## src/dll_pkg.sv

```systemverilog
// Shared types and command codes for the doubly linked list manager.
package dll_pkg;

   // Command codes carried on req_command.
   localparam logic [3:0] CMD_INS_AFTER  = 4'd0;
   localparam logic [3:0] CMD_INS_BEFORE = 4'd1;
   localparam logic [3:0] CMD_APPEND     = 4'd2;
   localparam logic [3:0] CMD_PREPEND    = 4'd3;
   localparam logic [3:0] CMD_REMOVE     = 4'd4;
   localparam logic [3:0] CMD_POP        = 4'd5;
   localparam logic [3:0] CMD_FIRST      = 4'd6;
   localparam logic [3:0] CMD_LAST       = 4'd7;
   localparam logic [3:0] CMD_NEXT       = 4'd8;
   localparam logic [3:0] CMD_PREV       = 4'd9;

   typedef enum logic [1:0] {
      ST_IDLE,
      ST_STEP1,
      ST_STEP2,
      ST_HOLD
   } state_type;

   // Link operation decoded from a command.
   typedef enum logic [2:0] {
      ACT_NONE,
      ACT_AFTER,
      ACT_BEFORE,
      ACT_UNLINK,
      ACT_NEXT,
      ACT_PREV
   } act_type;

   // Access controls for the two link memories.
   typedef struct packed {
      logic rd_en;
      logic f_we;
      logic b_we;
   } mem_ctl_type;

endpackage

```

## src/dll_link_store.sv

```systemverilog
// Forward and backward link memories with the head sentinel held in registers.
module dll_link_store import dll_pkg::*; #(
   parameter int DEPTH = 256
) (
   input  logic                     clock,
   input  logic                     reset,
   input  mem_ctl_type              ctl,
   input  logic [$clog2(DEPTH)-1:0] f_addr,
   input  logic [$clog2(DEPTH)-1:0] f_wdata,
   input  logic [$clog2(DEPTH)-1:0] b_addr,
   input  logic [$clog2(DEPTH)-1:0] b_wdata,
   output logic [$clog2(DEPTH)-1:0] f_rdata,
   output logic [$clog2(DEPTH)-1:0] b_rdata,
   output logic [$clog2(DEPTH)-1:0] head_fwd,
   output logic [$clog2(DEPTH)-1:0] head_bwd
);

   localparam int AW = $clog2(DEPTH);

   logic [AW-1:0] fwd_mem [DEPTH];
   logic [AW-1:0] bwd_mem [DEPTH];
   logic [AW-1:0] fwd_q_ff;
   logic [AW-1:0] bwd_q_ff;
   logic          f_zero_ff;
   logic          b_zero_ff;
   logic [AW-1:0] head_fwd_ff;
   logic [AW-1:0] head_bwd_ff;

   // Entry zero lives in the head registers so that reset empties the list.
   always_ff @(posedge clock) begin
      if (ctl.f_we && f_addr != '0) begin
         fwd_mem[f_addr] <= f_wdata;
      end
      if (ctl.rd_en) begin
         fwd_q_ff  <= fwd_mem[f_addr];
         f_zero_ff <= (f_addr == '0);
      end
   end

   always_ff @(posedge clock) begin
      if (ctl.b_we && b_addr != '0) begin
         bwd_mem[b_addr] <= b_wdata;
      end
      if (ctl.rd_en) begin
         bwd_q_ff  <= bwd_mem[b_addr];
         b_zero_ff <= (b_addr == '0);
      end
   end

   always_ff @(posedge clock) begin
      if (reset) begin
         head_fwd_ff <= '0;
         head_bwd_ff <= '0;
      end else begin
         if (ctl.f_we && f_addr == '0) begin
            head_fwd_ff <= f_wdata;
         end
         if (ctl.b_we && b_addr == '0) begin
            head_bwd_ff <= b_wdata;
         end
      end
   end

   assign f_rdata  = f_zero_ff ? head_fwd_ff : fwd_q_ff;
   assign b_rdata  = b_zero_ff ? head_bwd_ff : bwd_q_ff;
   assign head_fwd = head_fwd_ff;
   assign head_bwd = head_bwd_ff;

   // Each memory has a single port, so a read never shares a cycle with a write.
   assert property (@(posedge clock) disable iff (reset)
      ctl.rd_en |-> !(ctl.f_we || ctl.b_we))
      else $error("link memory read and write in the same cycle");

   assert property (@(posedge clock) disable iff (reset)
      (ctl.f_we && f_addr == '0) |=> (head_fwd == $past(f_wdata)))
      else $error("head forward link not updated");

   assert property (@(posedge clock) disable iff (reset)
      (ctl.b_we && b_addr == '0) |=> (head_bwd == $past(b_wdata)))
      else $error("head backward link not updated");

endmodule

```

## config.mk

```make
export PLATFORM = sky130hd
export DESIGN_NAME = dll_link_store
export DESIGN_NICKNAME = d
export VERILOG_FILES = /design/src/dll_pkg.sv /design/src/dll_link_store.sv
export SDC_FILE = /design/constraint.sdc
export NUM_CORES = 2
export LEC_CHECK = 0
export ABC_AREA = 0
export BUFFER_PORTS_ARGS = -buffer_cell sky130_fd_sc_hd__buf_2
export CORE_UTILIZATION = 39
export CTS_CLUSTER_SIZE = 16
export DETAILED_ROUTE_END_ITERATION = 10
export PLACE_DENSITY_LB_ADDON = 0.1
export SLEW_MARGIN = 0
export SYNTH_ARGS = -nofsm -noshare
export SYNTH_HDL_FRONTEND = slang
export SYNTH_SLANG_ARGS = --single-unit
```

## constraint.sdc

```tcl
create_clock -name clock -period 3.5 [get_ports clock]
set_clock_uncertainty 0.2 [all_clocks]
set_input_delay 0 -clock clock [delete_from_list [all_inputs] [get_ports clock]]
set_output_delay 0 -clock clock [all_outputs]
set_load 0.03 [all_outputs]
```

==> impl_metrics.csv <==
group,metric,value,unit
status,status,"finished with violations",
status,violations,"DRC, setup timing",
timing,final.setup.worst_slack,-50.99,ps
global_route,grt_max_degree,112,
pwr,irDropWorstVdd,0.4520,mV
timing,finalMaxSlewViolations,0,
global_route,gr-total-overflow,0,
final_layout,syn2layout_area_growth,18.32,%
final_layout,fillers,33550,
critical_path,crit_fanout,24,
clock_network,cts_buffers,442,
logic_synthesis,syn_area_per_cell,22.06,sq um
drt,routed_via_density,5.566,
final_layout,post-route-util,46.33,%
worst_hold_path,hp-class,"in2reg",
logic_synthesis,synth_cells,7147,
final_layout,nets,8240,
critical_path,required,4010,ps
placement,port_buffers,68,
pwr,power.density,568.2,nW/um^2
final_layout,layout-drive-gt1-share,31.53,%
logic_synthesis,synth_area,157700,sq um
timing,timing.fmax,0.2816,GHz
critical_path,cp.arrival,4060,ps
pwr,total_power,106.0,mW
clock_network,htree_num_levels,5,
clock_network,cts.sinks,4130,
timing,setup_viol,1,
drt,wl_per_cell,30.96,um
floorplan,core_area,402600,sq um
timing,worst_pin_slew,1153,ps
floorplan,num_rows,233,
logic_synthesis,synthDistinctLibCells,24,
placement,gp_congestion,0.7960,
drt,drt-pass1-iter-count,8,
logic_synthesis,ys_seq_elements,4130,
critical_path,cp-end-kind,"flip-flop",
final_layout,multi_input_area,32020,sq um
clock_network,clock_latency,1010,ps
clock_network,path_clk_slew,60,ps
global_route,gr-usage-all-layers,21.10,%
global_route,grt_busiest_layer,"met2",
critical_path,cp-start-kind,"primary input",
drt,num_vias,77860,
timing,fin_crit,3551,ps
logic_synthesis,yosysWarnings,0,
global_route,antenna_found_initial,33,
pwr,power_leakage,58.57,nW
drt,first_iter_violations,7761,
clock_network,cts_buffer_depth,4,
clock_network,cts_tree,"built",
floorplan,ios,69,
clock_network,root_buffer,"clkbuf_16",
global_route,use_met2,33.36,%
timing,slew_headroom,22.12,%
floorplan,die_w,637.8,um
drt,totalWireLength,433200,um
logic_synthesis,ys_seq_area_share,78.56,%
global_route,met1_usage,31.25,%
global_route,use_met3,3.042,%
timing,rsz0062_at_grt,"no",
final_layout,seq_area,123900,sq um
flow_run,max-cap-violations,0,
floorplan,design.die.area,406800,sq um
drt,ant_nets,0,
global_route,grt_pass1_vias,80310,
global_route,grt_pass1_wl,614300,um
floorplan,initial_core_util,39.16,%
placement,dp_hpwl,261300,um
drt,route.detailed.drc,4,
timing,min_period_over_period,101.5,%
timing,hold_viol_final,0,
critical_path,path_class,"in2reg",
floorplan,die_y,637.8,um
## metrics by stage
stage	hold WS (ps)	cells	setup WS [ps]	setup TNS (ps)	area, sq um
floorplan	-101.1	7162	1133	0	157700
global route	90.81	13980	18.36	0	186500
finish	96.04	13990	-50.99	-50.99	186500
CTS	5.073	13980	46.15	0	186500
detailed placement	255.7	13070	-480.4	-2966	171100
global placement	251.5	13070	-931.9	-4036	171100
## final timing paths
| kind | slack, ps | to | cells after the start | startpoint |
|---|---|---|---|---|
| max reg2reg | 240 | fwd_q_ff[1] | 6 | fwd_mem[75][1] |
| min | 100 | bwd_mem[131][0] | 5 | b_addr[1] |
| max | -50 | fwd_q_ff[1] | 10 | f_addr[0] |
| min reg2reg | 270 | head_bwd[2] | 2 | head_bwd[2] |
## kinds of logic (layout without fill, tap and decap cells)
kind of cell,count (synthesis),in the layout,synth area share [%]
flops,4130,4130,78.56
mux,1040,1040,14.74
simple gates,674,674,1.708
compound gates,848,848,3.657
other cells,1,23,0.002379
buf+inv,454,1869,1.328
## worst max-delay path, cell delays in order
cell and delay, ps:
dlygate4sd3_1 560, buf_8 390, buf_12 270, buf_12 230, mux4_2 570, a22oi_1 320
a21oi_1 210, o41ai_1 1020, buf_4 290, nand4_1 100
## cells in the final DEF (no fill, tap or decap), drive strengths merged
cell type | Yosys | final
diode | 0 | 7
a21oi | 272 | 272
clkbuf | 299 | 528
clkinv | 0 | 215
inv | 0 | 18
nand3 | 22 | 22
and3 | 2 | 2
conb | 1 | 16
nand2b | 4 | 4
dfxtp | 16 | 16
nor2b | 16 | 16
edfxtp | 4114 | 4114
o41ai | 64 | 64
bufinv | 0 | 47
buf | 155 | 973
a22oi | 512 | 512
clkinvlp | 0 | 10
mux4 | 1024 | 1024
nand4 | 20 | 20
and2 | 6 | 6
nor2 | 522 | 522
and3b | 2 | 2
or2 | 2 | 2
nand2 | 78 | 78
mux2 | 16 | 16
dlygate4sd3 | 0 | 78
## state kept, by name, summed over array words and instances, names as in the netlist
name	flops
b_zero_ff	1
bwd_q_ff	8
bwd_mem	2048
fwd_mem	2048
fwd_q_ff	8
f_zero_ff	1
head_fwd	8
head_bwd	8
## timing repair
action / in CTS / in global routing
setup endpoints to repair: 0 / 4
hold endpoints to repair: 7469 / 0
buffers inserted: 0 / 0
gates resized for setup: 0 / 4
hold buffers: 92 / 0
## area by class of cell
type                            count  share of cell area [%]
Sequential cell                  4130                   66.40
Antenna cell                        7                0.009391
Clock buffer                      528                   6.148
Timing Repair Buffer             1051                   5.161
Multi-Input combinational cell   2578                   17.16
Clock inverter                    290                   1.491
Tap cell                         5405                   3.626
## report_power, final
group	total, mW	leakage, nW	switching [mW]	internal (mW)
Sequential	54.6	37.1	0.0716	54.5
Combinational	5.17	14.4	3.29	1.89
Clock	46.2	7.01	19.4	26.8
Total	106	58.6	22.8	83.2
## metal layers
| metal | routed length, um | up-vias |
|---|---|---|
| met3 | 28120 | 511 |
| li1 | - | 32530 |
| met1 | 191200 | 42250 |
| met2 | 204900 | 2569 |
| met5 | 13 | - |
| met4 | 8924 | 2 |
## cell usage after synthesis
library cell  number  area [sq um]
edfxtp_1        4114        123500
mux4_2          1024         23060
nor2_1           522          1959
a22oi_1          512          3844
clkbuf_1         299          1122
a21oi_1          272          1361
nand2_1           78         292.8
buf_2             68         340.3
o41ai_1           64         560.5
buf_1             34         127.6
buf_6             28         315.3
buf_4             25         187.7
nand3_1           22         110.1
nand4_1           20         125.1
dfxtp_1           16         320.3
mux2_2            16         180.2
nor2b_1           16         100.1
and2_1             4         25.02
nand2b_1           4         25.02
and2_0             2         12.51
and3_1             2         12.51
and3b_1            2         17.52
or2_2              2         12.51
conb_1             1         3.750
Power figures use the tool's default switching activity.
